`src/hw/rtl/dpd_pkg.sv`:
```
// Shared types, constants and helpers for the debug packet deframer.
package dpd_pkg;

    localparam int MAX_PAYLOAD = 2047;
    localparam int CNT_W       = $clog2(MAX_PAYLOAD + 1);
    localparam int LEN_W       = 11;

    localparam logic [7:0] CH_START = 8'h24;
    localparam logic [7:0] CH_HASH  = 8'h23;
    localparam logic [7:0] CH_ACK   = 8'h2B;
    localparam logic [7:0] CH_NAK   = 8'h2D;
    localparam logic [7:0] CH_COLON = 8'h3A;

    typedef enum logic [1:0] {
        KIND_PAYLOAD = 2'd0,
        KIND_TX      = 2'd1,
        KIND_DISCARD = 2'd2
    } kind_t;

    localparam logic CAUSE_RESTART  = 1'b0;
    localparam logic CAUSE_OVERFLOW = 1'b1;

    typedef struct packed {
        kind_t            kind;
        logic [7:0]       data;
        logic [LEN_W-1:0] len;
        logic             good;
        logic             seq;
        logic             cause;
        logic             last;
    } res_t;

    typedef struct packed {
        logic [1:0]      count;
        res_t [2:0]      res;
    } burst_t;

    function automatic logic [LEN_W-1:0] len_of(input logic [CNT_W-1:0] cnt);
        logic [CNT_W+LEN_W-1:0] wide;
        wide = {{LEN_W{1'b0}}, cnt};
        return wide[LEN_W-1:0];
    endfunction

    function automatic logic [7:0] digit_value(input logic [7:0] c);
        logic [7:0] v;
        v = 8'hFF;
        if (c >= 8'h61 && c <= 8'h66) begin
            v = c - 8'h57;
        end else if (c >= 8'h30 && c <= 8'h39) begin
            v = c - 8'h30;
        end else if (c >= 8'h41 && c <= 8'h46) begin
            v = c - 8'h37;
        end
        return v;
    endfunction

    function automatic res_t mk_res(input kind_t kind, input logic [7:0] data,
                                    input logic [LEN_W-1:0] len, input logic good,
                                    input logic seq, input logic cause,
                                    input logic last);
        res_t r;
        r.kind  = kind;
        r.data  = data;
        r.len   = len;
        r.good  = good;
        r.seq   = seq;
        r.cause = cause;
        r.last  = last;
        return r;
    endfunction

endpackage

```
`src/hw/rtl/dpd_core.sv`:
```
// Packet parser state and per-byte result burst generation.
module dpd_core (
    input  logic             aclk,
    input  logic             aresetn,
    input  logic             accept,
    input  logic [7:0]       rx_byte,
    output dpd_pkg::burst_t  burst
);

    typedef enum logic [3:0] {
        PH_IDLE    = 4'b0001,
        PH_PAYLOAD = 4'b0010,
        PH_HIGH    = 4'b0100,
        PH_LOW     = 4'b1000
    } phase_t;

    phase_t                      phase_reg, phase_next;
    logic [7:0]                  sum_reg, sum_next;
    logic [dpd_pkg::CNT_W-1:0]   cnt_reg, cnt_next;
    logic [7:0]                  head_reg [3];
    logic [7:0]                  head_next [3];
    logic [7:0]                  high_reg, high_next;
    logic [dpd_pkg::CNT_W-1:0]   cnt_inc;
    logic [7:0]                  dv;
    logic [7:0]                  sent;
    logic                        seq;

    assign cnt_inc = cnt_reg + 1'b1;
    assign dv      = dpd_pkg::digit_value(rx_byte);
    assign sent    = high_reg + dv;
    assign seq     = (cnt_reg >= dpd_pkg::CNT_W'(3)) && (head_reg[2] == dpd_pkg::CH_COLON);

    always_comb begin
        phase_next = phase_reg;
        sum_next   = sum_reg;
        cnt_next   = cnt_reg;
        high_next  = high_reg;
        for (int i = 0; i < 3; i++) begin
            head_next[i] = head_reg[i];
        end
        burst = '0;
        case (phase_reg)
            PH_IDLE: begin
                if (rx_byte == dpd_pkg::CH_START) begin
                    phase_next = PH_PAYLOAD;
                    sum_next   = '0;
                    cnt_next   = '0;
                end
            end
            PH_PAYLOAD: begin
                if (rx_byte == dpd_pkg::CH_START) begin
                    burst.count  = 2'd1;
                    burst.res[0] = dpd_pkg::mk_res(dpd_pkg::KIND_DISCARD, 8'h00,
                        dpd_pkg::len_of(cnt_reg), 1'b0, 1'b0, dpd_pkg::CAUSE_RESTART, 1'b1);
                    sum_next = '0;
                    cnt_next = '0;
                end else if (rx_byte == dpd_pkg::CH_HASH) begin
                    phase_next = PH_HIGH;
                end else begin
                    sum_next = sum_reg + rx_byte;
                    if (cnt_reg < dpd_pkg::CNT_W'(3)) begin
                        head_next[cnt_reg[1:0]] = rx_byte;
                    end
                    cnt_next = cnt_inc;
                    if (cnt_inc == dpd_pkg::CNT_W'(dpd_pkg::MAX_PAYLOAD)) begin
                        burst.count  = 2'd2;
                        burst.res[0] = dpd_pkg::mk_res(dpd_pkg::KIND_PAYLOAD, rx_byte,
                            dpd_pkg::len_of(cnt_inc), 1'b0, 1'b0, 1'b0, 1'b0);
                        burst.res[1] = dpd_pkg::mk_res(dpd_pkg::KIND_DISCARD, 8'h00,
                            dpd_pkg::len_of(cnt_inc), 1'b0, 1'b0,
                            dpd_pkg::CAUSE_OVERFLOW, 1'b1);
                        phase_next = PH_IDLE;
                    end else begin
                        burst.count  = 2'd1;
                        burst.res[0] = dpd_pkg::mk_res(dpd_pkg::KIND_PAYLOAD, rx_byte,
                            dpd_pkg::len_of(cnt_inc), 1'b0, 1'b0, 1'b0, 1'b1);
                    end
                end
            end
            PH_HIGH: begin
                high_next  = {dv[3:0], 4'h0};
                phase_next = PH_LOW;
            end
            PH_LOW: begin
                if (sent == sum_reg) begin
                    burst.res[0] = dpd_pkg::mk_res(dpd_pkg::KIND_TX, dpd_pkg::CH_ACK,
                        dpd_pkg::len_of(cnt_reg), 1'b1, seq, 1'b0, !seq);
                    burst.res[1] = dpd_pkg::mk_res(dpd_pkg::KIND_TX, head_reg[0],
                        dpd_pkg::len_of(cnt_reg), 1'b1, 1'b1, 1'b0, 1'b0);
                    burst.res[2] = dpd_pkg::mk_res(dpd_pkg::KIND_TX, head_reg[1],
                        dpd_pkg::len_of(cnt_reg), 1'b1, 1'b1, 1'b0, 1'b1);
                    burst.count  = seq ? 2'd3 : 2'd1;
                end else begin
                    burst.count  = 2'd1;
                    burst.res[0] = dpd_pkg::mk_res(dpd_pkg::KIND_TX, dpd_pkg::CH_NAK,
                        dpd_pkg::len_of(cnt_reg), 1'b0, 1'b0, 1'b0, 1'b1);
                end
                phase_next = PH_IDLE;
            end
            default: begin
                phase_next = PH_IDLE;
            end
        endcase
    end

    always_ff @(posedge aclk) begin
        if (!aresetn) begin
            phase_reg <= PH_IDLE;
            sum_reg   <= '0;
            cnt_reg   <= '0;
            high_reg  <= '0;
            for (int i = 0; i < 3; i++) begin
                head_reg[i] <= '0;
            end
        end else if (accept) begin
            phase_reg <= phase_next;
            sum_reg   <= sum_next;
            cnt_reg   <= cnt_next;
            high_reg  <= high_next;
            for (int i = 0; i < 3; i++) begin
                head_reg[i] <= head_next[i];
            end
        end
    end

endmodule

```
`src/hw/rtl/dpd_outbuf.sv`:
```
// Result burst register that hands out up to three results, one per cycle while m_ready is high.
module dpd_outbuf (
    input  logic             aclk,
    input  logic             aresetn,
    input  logic             s_valid,
    output logic             s_ready,
    input  dpd_pkg::burst_t  burst,
    output logic             m_valid,
    input  logic             m_ready,
    output dpd_pkg::res_t    m_res
);

    dpd_pkg::res_t  ent_reg [3];
    logic [1:0]     cnt_reg;
    logic           pop;
    logic           load;

    assign m_valid = (cnt_reg != 2'd0);
    assign m_res   = ent_reg[0];
    assign pop     = m_valid && m_ready;
    assign s_ready = (cnt_reg == 2'd0) || ((cnt_reg == 2'd1) && m_ready);
    assign load    = s_valid && s_ready && (burst.count != 2'd0);

    always_ff @(posedge aclk) begin
        if (!aresetn) begin
            cnt_reg <= 2'd0;
        end else if (load) begin
            cnt_reg <= burst.count;
        end else if (pop) begin
            cnt_reg <= cnt_reg - 2'd1;
        end
    end

    always_ff @(posedge aclk) begin
        if (load) begin
            for (int i = 0; i < 3; i++) begin
                ent_reg[i] <= burst.res[i];
            end
        end else if (pop) begin
            ent_reg[0] <= ent_reg[1];
            ent_reg[1] <= ent_reg[2];
        end
    end

    a_cnt_range: assert property (@(posedge aclk) disable iff (!aresetn)
        cnt_reg != 2'd3 || !s_ready)
        else $error("buffer accepts while holding a full burst");

    a_last_tail: assert property (@(posedge aclk) disable iff (!aresetn)
        m_valid |-> (m_res.last == (cnt_reg == 2'd1)))
        else $error("last flag out of step with buffer count");

    a_drain: assert property (@(posedge aclk) disable iff (!aresetn)
        (pop && !load) |=> (cnt_reg == $past(cnt_reg) - 2'd1))
        else $error("buffer count did not drop after a pop");

endmodule

```
`src/hw/rtl/debug_packet_deframer.sv`:
```
// Top level of the debug packet deframer: byte stream in, event stream out.
// Each received byte is parsed in the cycle it is accepted and yields zero to
// three result requests (payload byte, discard, ack/nak plus echoed sequence
// id), which are held in a three-entry burst register and sent one per
// cycle while m_tready is high. A new byte is accepted every cycle while
// the previous byte's results are drained by the cycle of acceptance, so
// the rate is one byte per cycle; a byte with several results stalls the
// input until all but the last are taken. No clearing pass after reset.
module debug_packet_deframer (
    input  logic        aclk,
    input  logic        aresetn,
    input  logic        s_tvalid,
    output logic        s_tready,
    input  logic [7:0]  s_tdata,   // [7:0] rx_byte
    output logic        m_tvalid,
    input  logic        m_tready,
    output logic [23:0] m_tdata,   // [7:0] data_byte, [18:8] payload_length,
                                   // [19] checksum_good, [20] seq_present,
                                   // [21] discard_cause, [23:22] zero
    output logic [1:0]  m_tuser,   // [1:0] event_kind
    output logic        m_tlast
);

    dpd_pkg::burst_t burst;
    dpd_pkg::res_t   res;

    dpd_core u_core (
        .aclk    (aclk),
        .aresetn (aresetn),
        .accept  (s_tvalid && s_tready),
        .rx_byte (s_tdata),
        .burst   (burst)
    );

    dpd_outbuf u_outbuf (
        .aclk    (aclk),
        .aresetn (aresetn),
        .s_valid (s_tvalid),
        .s_ready (s_tready),
        .burst   (burst),
        .m_valid (m_tvalid),
        .m_ready (m_tready),
        .m_res   (res)
    );

    assign m_tdata = {2'b00, res.cause, res.seq, res.good, res.len, res.data};
    assign m_tuser = res.kind;
    assign m_tlast = res.last;

endmodule

```
`config.mk`:
```
export PLATFORM = sky130hd
export DESIGN_NAME = debug_packet_deframer
export DESIGN_NICKNAME = d
export VERILOG_FILES = /design/src/hw/rtl/dpd_pkg.sv /design/src/hw/rtl/dpd_core.sv /design/src/hw/rtl/dpd_outbuf.sv /design/src/hw/rtl/debug_packet_deframer.sv
export SDC_FILE = /design/constraint.sdc
export NUM_CORES = 1
export LEC_CHECK = 0
export CAP_MARGIN = 20
export CORE_UTILIZATION = 54
export CTS_BUF_LIST = sky130_fd_sc_hd__clkbuf_2
export CTS_CLUSTER_SIZE = 20
export DETAILED_ROUTE_END_ITERATION = 8
export DONT_BUFFER_PORTS = 1
export GPL_TIMING_DRIVEN = 0
export PLACE_DENSITY = 0.72
export REMOVE_ABC_BUFFERS = 1
export SLEW_MARGIN = 25
export SYNTH_ARGS = -nofsm -noshare
export SYNTH_HDL_FRONTEND = slang
export SYNTH_SLANG_ARGS = --single-unit
```
`constraint.sdc`:
```
create_clock -name aclk -period 4.8 [get_ports aclk]
set_input_delay 0.72 -clock aclk [delete_from_list [all_inputs] [get_ports aclk]]
set_output_delay 0.72 -clock aclk [all_outputs]
set_load 0.05 [all_outputs]
```
==> results of run 1 <==
==> cells in the mapped netlist (all sizes together), types with 5 or more instances <==
library cell  count
a21oi            38
buf              38
nor2b            15
a221oi            5
nor2             85
inv              14
ha               26
nand3            17
xnor2            18
o21ai            49
a21boi            5
o22ai            13
nor4             10
a21o              5
nand4             5
xor2              5
dfxtp            29
a22oi             8
mux2i            25
nor3             18
clkbuf           39
nand2            67
and2             24
edfxtp           91
and3             10
a31oi             5
nand2b            6
==> cell usage in the layout, fill, tap and decap left out, types with 4 or more instances in the layout <==
cell type   n
a21boi_0    5
a21o_1      5
a21oi_1    37
a221oi_1    5
a22oi_1     8
a31oi_1     5
and2_1     23
and3_1     10
bufinv_16   6
clkbuf_2   17
dfxtp_1    29
edfxtp_1   91
ha_1       26
inv_1      14
mux2i_1    25
nand2_1    64
nand2b_1    6
nand3_1    17
nand4_1     5
nor2_1     83
nor2b_1    15
nor3_1     16
nor4_1      9
o21ai_0    49
o22ai_1    12
or3_1       4
xnor2_1    17
xor2_1      5
==> worst paths after layout <==
check	from	to	slack [ps]	cells after the start
min reg2reg	u_core.high_reg[6]$_SDFFE_PN0P_	u_core.high_reg[6]$_SDFFE_PN0P_	510	2
max reg2reg	u_outbuf.cnt_reg[0]$_SDFFE_PN0P_	u_outbuf.ent_reg[0][32]$_DFFE_PP_	1000	10
min	aresetn	u_core.phase_reg[0]$_SDFFE_PN1P_	120	1
max	s_tdata[1]	u_outbuf.ent_reg[1][12]$_SDFFCE_PP0P_	270	18
==> per-layer routing <==
| layer | vias to the layer above | share of wire [%] |
|---|---|---|
| li1 | 2459 | - |
| met1 | 2501 | 45 |
| met2 | 170 | 47 |
| met3 | 37 | 5.5 |
| met4 | 0 | 2.5 |
| met5 | - | 0 |
==> timing repair <==
item                       CTS  global route
pin swaps                    1             0
buffers inserted             2             0
resized for setup            0             3
hold buffers                 0             0
setup endpoints to repair   17            35
==> area by class of cell <==
cell class / count / area share [%]
Antenna cell: 1 / 0.03484
Timing Repair Buffer: 5 / 0.8187
Sequential cell: 120 / 46.12
Clock inverter: 15 / 3.205
Multi-Input combinational cell: 509 / 44.91
Tap cell: 172 / 2.996
Clock buffer: 17 / 1.184
Inverter: 14 / 0.7316
==> cells by family after synthesis <==
family | share of synthesized area, %
AO/OA/AOI/OAI | 14.40
XOR/XNOR | 3.003
adder cells (fa/ha/maj) | 5.251
buffers and inverters | 6.635
flip-flops | 47.62
multiplexers | 3.596
other | 0.05390
AND/OR/NAND/NOR | 19.44
==> report_power, final <==
group / switching [mW] / leakage [nW] / internal, mW
Sequential: 0.186 / 1.17 / 1.26
Combinational: 0.294 / 1.27 / 0.109
Clock: 0.394 / 0.177 / 0.440
Total: 0.873 / 2.61 / 1.81
==> per-stage QoR <==
| stage | power [mW] | instances | TNS, ps | worst slack (ps) | area, um^2 |
|---|---|---|---|---|---|
| 2_1_floorplan | 1.751 | 643 | 0 | 348.7 | 6553 |
| 3_3_place_gp | 1.838 | 815 | -33430 | -682.0 | 6768 |
| 3_5_place_dp | 1.873 | 818 | -24090 | -776.1 | 6838 |
| 4_1_cts | 2.696 | 852 | 0 | 254.0 | 7168 |
| 5_1_grt | 2.784 | 853 | 0 | 18.33 | 7183 |
| 6_report | 2.681 | 853 | 0 | 272.3 | 7183 |
==> flow_summary.json, run 1 <==
{
  "status": "finished, final reports clean",
  "yosysSeqAreaShare_pct": 47.62,
  "grt_max_degree": 48,
  "chipWidth_um": 115.5,
  "final_antenna_net_count": 0,
  "critPathTopFamily": "simple AND/OR/NAND/NOR gates",
  "cp_num_buf_inv": 2,
  "grt_pass1_vias": 4768,
  "ys_ff_latch": 120,
  "synth_area_um2": 6958,
  "num-fill-cells": 1081,
  "avgSynthCellArea_um2": 9.677,
  "cts_max_level": 4,
  "cp_data_arrival_time_ps": 5110,
  "crit_chain": "inv_1, ha_1, or4b_4, a311oi_2, o22ai_1, nor2_2, o21ai_0, a21oi_1, ha_1, fa_1, xor2_1, nor3_1, o211ai_1, a311oi_1, nand2_2, nor3_4, buf_4, and2_1",
  "multi_input_area_um2": 3226,
  "max_stage_delay_ps": 580,
  "hold_viol": 0,
  "die_h_um": 115.5,
  "initial_core_util_pct": 55.36,
  "crit_type": "in2reg",
  "period_share_pct": 94.33,
  "slew_headroom_pct": 32.26,
  "placement_rows": 41,
  "synth_edf_count": 91,
  "gp_congestion": 0.8615,
  "yosys_warnings": 0,
  "busiest_layer": "met2",
  "worstSkewPairLatency_ps": 720,
  "cts_max_path_buffers": 2,
  "start_kind": "input port",
  "fin_worst_skew_ps": 26.04,
  "p_leak_nw": 2.612,
  "finalCriticalPeriod_ps": 4528,
  "final_net_count": 707,
  "antenna_found_initial": 1,
  "syn_inst": 719,
  "synthTopCellsByArea": "edfxtp_1 (39%), dfxtp_1 (8.3%), ha_1 (4.7%)",
  "synth_top_cell_by_area": "edfxtp_1",
  "largest_register_ffs": 67,
  "grt.total_usage_pct": 25.27,
  "clkSinkCount": 120,
  "finalSetupViolCount": 0,
  "irDropWorstVdd_mv": 0.1982,
  "synth_cell_type_count": 67,
  "portBuffers": 0,
  "areaGrowthSynthToFinish_pct": 3.237,
  "hold_class": "in2reg",
  "dp_hpwl_um": 10580,
  "io_pins": 41,
  "drv_slew": 0,
  "p_per_area_nw_per_um2": 373.3,
  "endpoint_kind": "register",
  "root_buffer": "clkbuf_2",
  "clock.fmax_mhz": 220.9,
  "synth_flop_cell": "edfxtp_1",
  "vias": 5167,
  "grt_use_met1_pct": 33.11,
  "cpMostUsedCell": "ha_1",
  "cpMaxStageDelayCell": "or4b_4",
  "register_area_um2": 3313,
  "core_um2": 12570,
  "path_max_fanout": 14,
  "met3_usage_pct": 6.067,
  "post-route-drc-count": 0,
  "wl_per_cell_um": 18.54,
  "overflow": 0,
  "yosys.area.top_type_share_pct": 39.27,
  "drt_iter0_markers": 389,
  "final_core_util_pct": 57.15,
  "numCtsBuffers": 17,
  "async_reset_ff_share_pct": 0,
  "cts_tree": "built",
  "maxCapViolCount": 0,
  "drive_above_1_share_pct": 8.529,
  "clk_pin_slew_ps": 180,
  "cp.required_ps": 5380,
  "whs_ps": 119.5,
  "drt-vias-per-instance": 6.057,
  "dieArea_um2": 13340,
  "met2_usage_pct": 40.12,
  "wl_um": 15820,
  "tightest_slew_ps": 1007,
  "grt_setup_unrepaired": "no",
  "grt_pass1_wl_um": 25320,
  "dr.pass1.iters": 5
}
(Power assumes the default switching activity.)
==> run 2, diff against run 1 <==
--- a/config.mk
+++ b/config.mk
@@ -6,13 +6,14 @@
 export NUM_CORES = 1
 export LEC_CHECK = 0
 export CAP_MARGIN = 20
-export CORE_UTILIZATION = 54
-export CTS_BUF_LIST = sky130_fd_sc_hd__clkbuf_2
+export CELL_PAD_IN_SITES_DETAIL_PLACEMENT = 0
+export CELL_PAD_IN_SITES_GLOBAL_PLACEMENT = 1
+export CORE_UTILIZATION = 45
 export CTS_CLUSTER_SIZE = 20
 export DETAILED_ROUTE_END_ITERATION = 8
 export DONT_BUFFER_PORTS = 1
 export GPL_TIMING_DRIVEN = 0
-export PLACE_DENSITY = 0.72
+export PLACE_DENSITY_LB_ADDON = 0.1
 export REMOVE_ABC_BUFFERS = 1
 export SLEW_MARGIN = 25
 export SYNTH_ARGS = -nofsm -noshare
==> flow_summary.json, run 2 (same netlist as run 1, synthesis figures left out) <==
{
  "final_antenna_net_count": 0,
  "die_h_um": 126.3,
  "post-route-drc-count": 0,
  "cts_max_level": 4,
  "final_net_count": 708,
  "whs_path_depth": 1,
  "crit_path_start": "s_tdata[1]",
  "placed_area_um2": 6855,
  "fin_worst_skew_ps": 17.64,
  "drt-vias-per-instance": 5.814,
  "cp.required_ps": 4950,
  "grt.total_usage_pct": 22.14,
  "slew_headroom_pct": 36.50,
  "tightest_slew_ps": 951.5,
  "largest_register_ffs": 67,
  "cts_tree": "built",
  "cp_data_arrival_time_ps": 4880,
  "drive_above_1_share_pct": 9.985,
  "p_leak_nw": 2.760,
  "vias": 5052,
  "chipWidth_um": 126.3,
  "io_pins": 41,
  "reg2reg_to": "u_outbuf.ent_reg[0][31]$_DFFE_PP_",
  "grt_pass1_wl_um": 26610,
  "grt_max_degree": 48,
  "final_core_util_pct": 49.87,
  "clk_pin_slew_ps": 50,
  "status": "finished, final reports clean",
  "root_buffer": "clkbuf_16",
  "p_per_area_nw_per_um2": 413.9,
  "clock.fmax_mhz": 211.5,
  "worst-r2r-setup-slack_ps": 1090,
  "irDropWorstVdd_mv": 0.2307,
  "gp_congestion": 0.8416,
  "grt_pass1_vias": 4741,
  "core_um2": 15150,
  "ff2ff_path_depth": 10,
  "start_kind": "input port",
  "endpoint": "u_outbuf.ent_reg[0][0]$_DFFE_PP_",
  "period_share_pct": 98.51,
  "dieArea_um2": 15960,
  "portBuffers": 0,
  "hold_viol": 0,
  "final_cells": 869,
  "areaGrowthSynthToFinish_pct": 8.560,
  "dr.pass1.iters": 5,
  "path_max_fanout": 14,
  "dp_hpwl_um": 11460,
  "final_area_um2": 7553,
  "numCtsBuffers": 17,
  "placement_rows": 45,
  "hold_class": "in2reg",
  "diodes": 0,
  "finalSetupViolCount": 0,
  "final_cell_mix": "edfxtp_1 (91), nor2_1 (83), nand2_1 (64)",
  "reg2reg_from": "u_outbuf.cnt_reg[0]$_SDFFE_PN0P_",
  "drt_iter0_markers": 396,
  "clkSinkCount": 120,
  "placedCellCount": 833,
  "endpoint_kind": "register",
  "drv_slew": 0,
  "final_common_cell": "edfxtp_1",
  "worstSkewPairLatency_ps": 420,
  "cts_max_path_buffers": 2,
  "wl_per_cell_um": 19.37,
  "initial_core_util_pct": 45.94,
  "finalCriticalPeriod_ps": 4728,
  "antenna_found_initial": 0,
  "wl_um": 16830,
  "overflow": 0,
  "maxCapViolCount": 0,
  "crit_type": "in2reg",
  "grt_setup_unrepaired": "yes"
}
-- run 2: metrics by stage --
stage / setup TNS (ps) / power (mW) / setup slack [ps] / hold WS (ps)
global route: -69.23 / 3.244 / -34.40 / 384.0
floorplan: 0 / 1.751 / 348.7 / 461.3
finish: 0 / 3.126 / 71.62 / 408.1
CTS: 0 / 3.149 / 19.30 / 383.6
global placement: -50280 / 1.846 / -904.1 / 474.5
detailed placement: -32610 / 1.869 / -940.2 / 489.1
-- run 2: how the worst min path moves through the flow --
stage,startpoint,end,slack (ps)
after CTS,aresetn,u_core.phase_reg[0]$_SDFFE_PN1P_,380
after floorplan,u_core.high_reg[6]$_SDFFE_PN0P_,u_core.high_reg[6]$_SDFFE_PN0P_,460
after global routing,aresetn,u_core.phase_reg[0]$_SDFFE_PN1P_,380
after detailed placement,u_core.high_reg[7]$_SDFFE_PN0P_,u_core.high_reg[7]$_SDFFE_PN0P_,490
final,aresetn,u_core.phase_reg[0]$_SDFFE_PN1P_,410
after global placement,u_core.high_reg[6]$_SDFFE_PN0P_,u_core.high_reg[6]$_SDFFE_PN0P_,470
-- run 2: critical path: stages --
cell        delay, ps
clkinvlp_4        110
ha_1              220
or4b_4            590
a311oi_4          350
o22ai_2           160
nor2_2            180
o21ai_0           100
a21oi_1           230
ha_2              240
fa_1              430
xor2_1            160
nor3_2            210
o211ai_1          130
a311oi_2          400
nand2_2           220
o31ai_1           300
a21oi_1           120
-- run 2: timing repair --
item,CTS,global route
endpoints found under the setup margin,39,47
pin swaps,1,6
hold buffers,0,0
resized for setup,5,11
buffers inserted,2,2
-- run 2: cell type report --
cell class | count | area [um^2]
timing repair buffer | 6 | 72.57
tap | 188 | 235.2
sequential | 120 | 3313
fill | 1415 | 7592
multi-input combinational | 509 | 3289
clock inverter | 13 | 153.9
inverter | 14 | 56.30
clock buffer | 19 | 432.9
-- run 2: metal layers --
metal  part of all wire, %  global-route usage (%)
met1                    46                   29.92
met2                    48                   35.13
met3                   5.1                   5.188
met4                  0.98                   7.158
met5                     0                       0
-- run 2: power by group --
group	internal, mW	switching (mW)
logic	0.108	0.291
registers	1.26	0.185
clock network	0.811	0.470
total	2.18	0.945
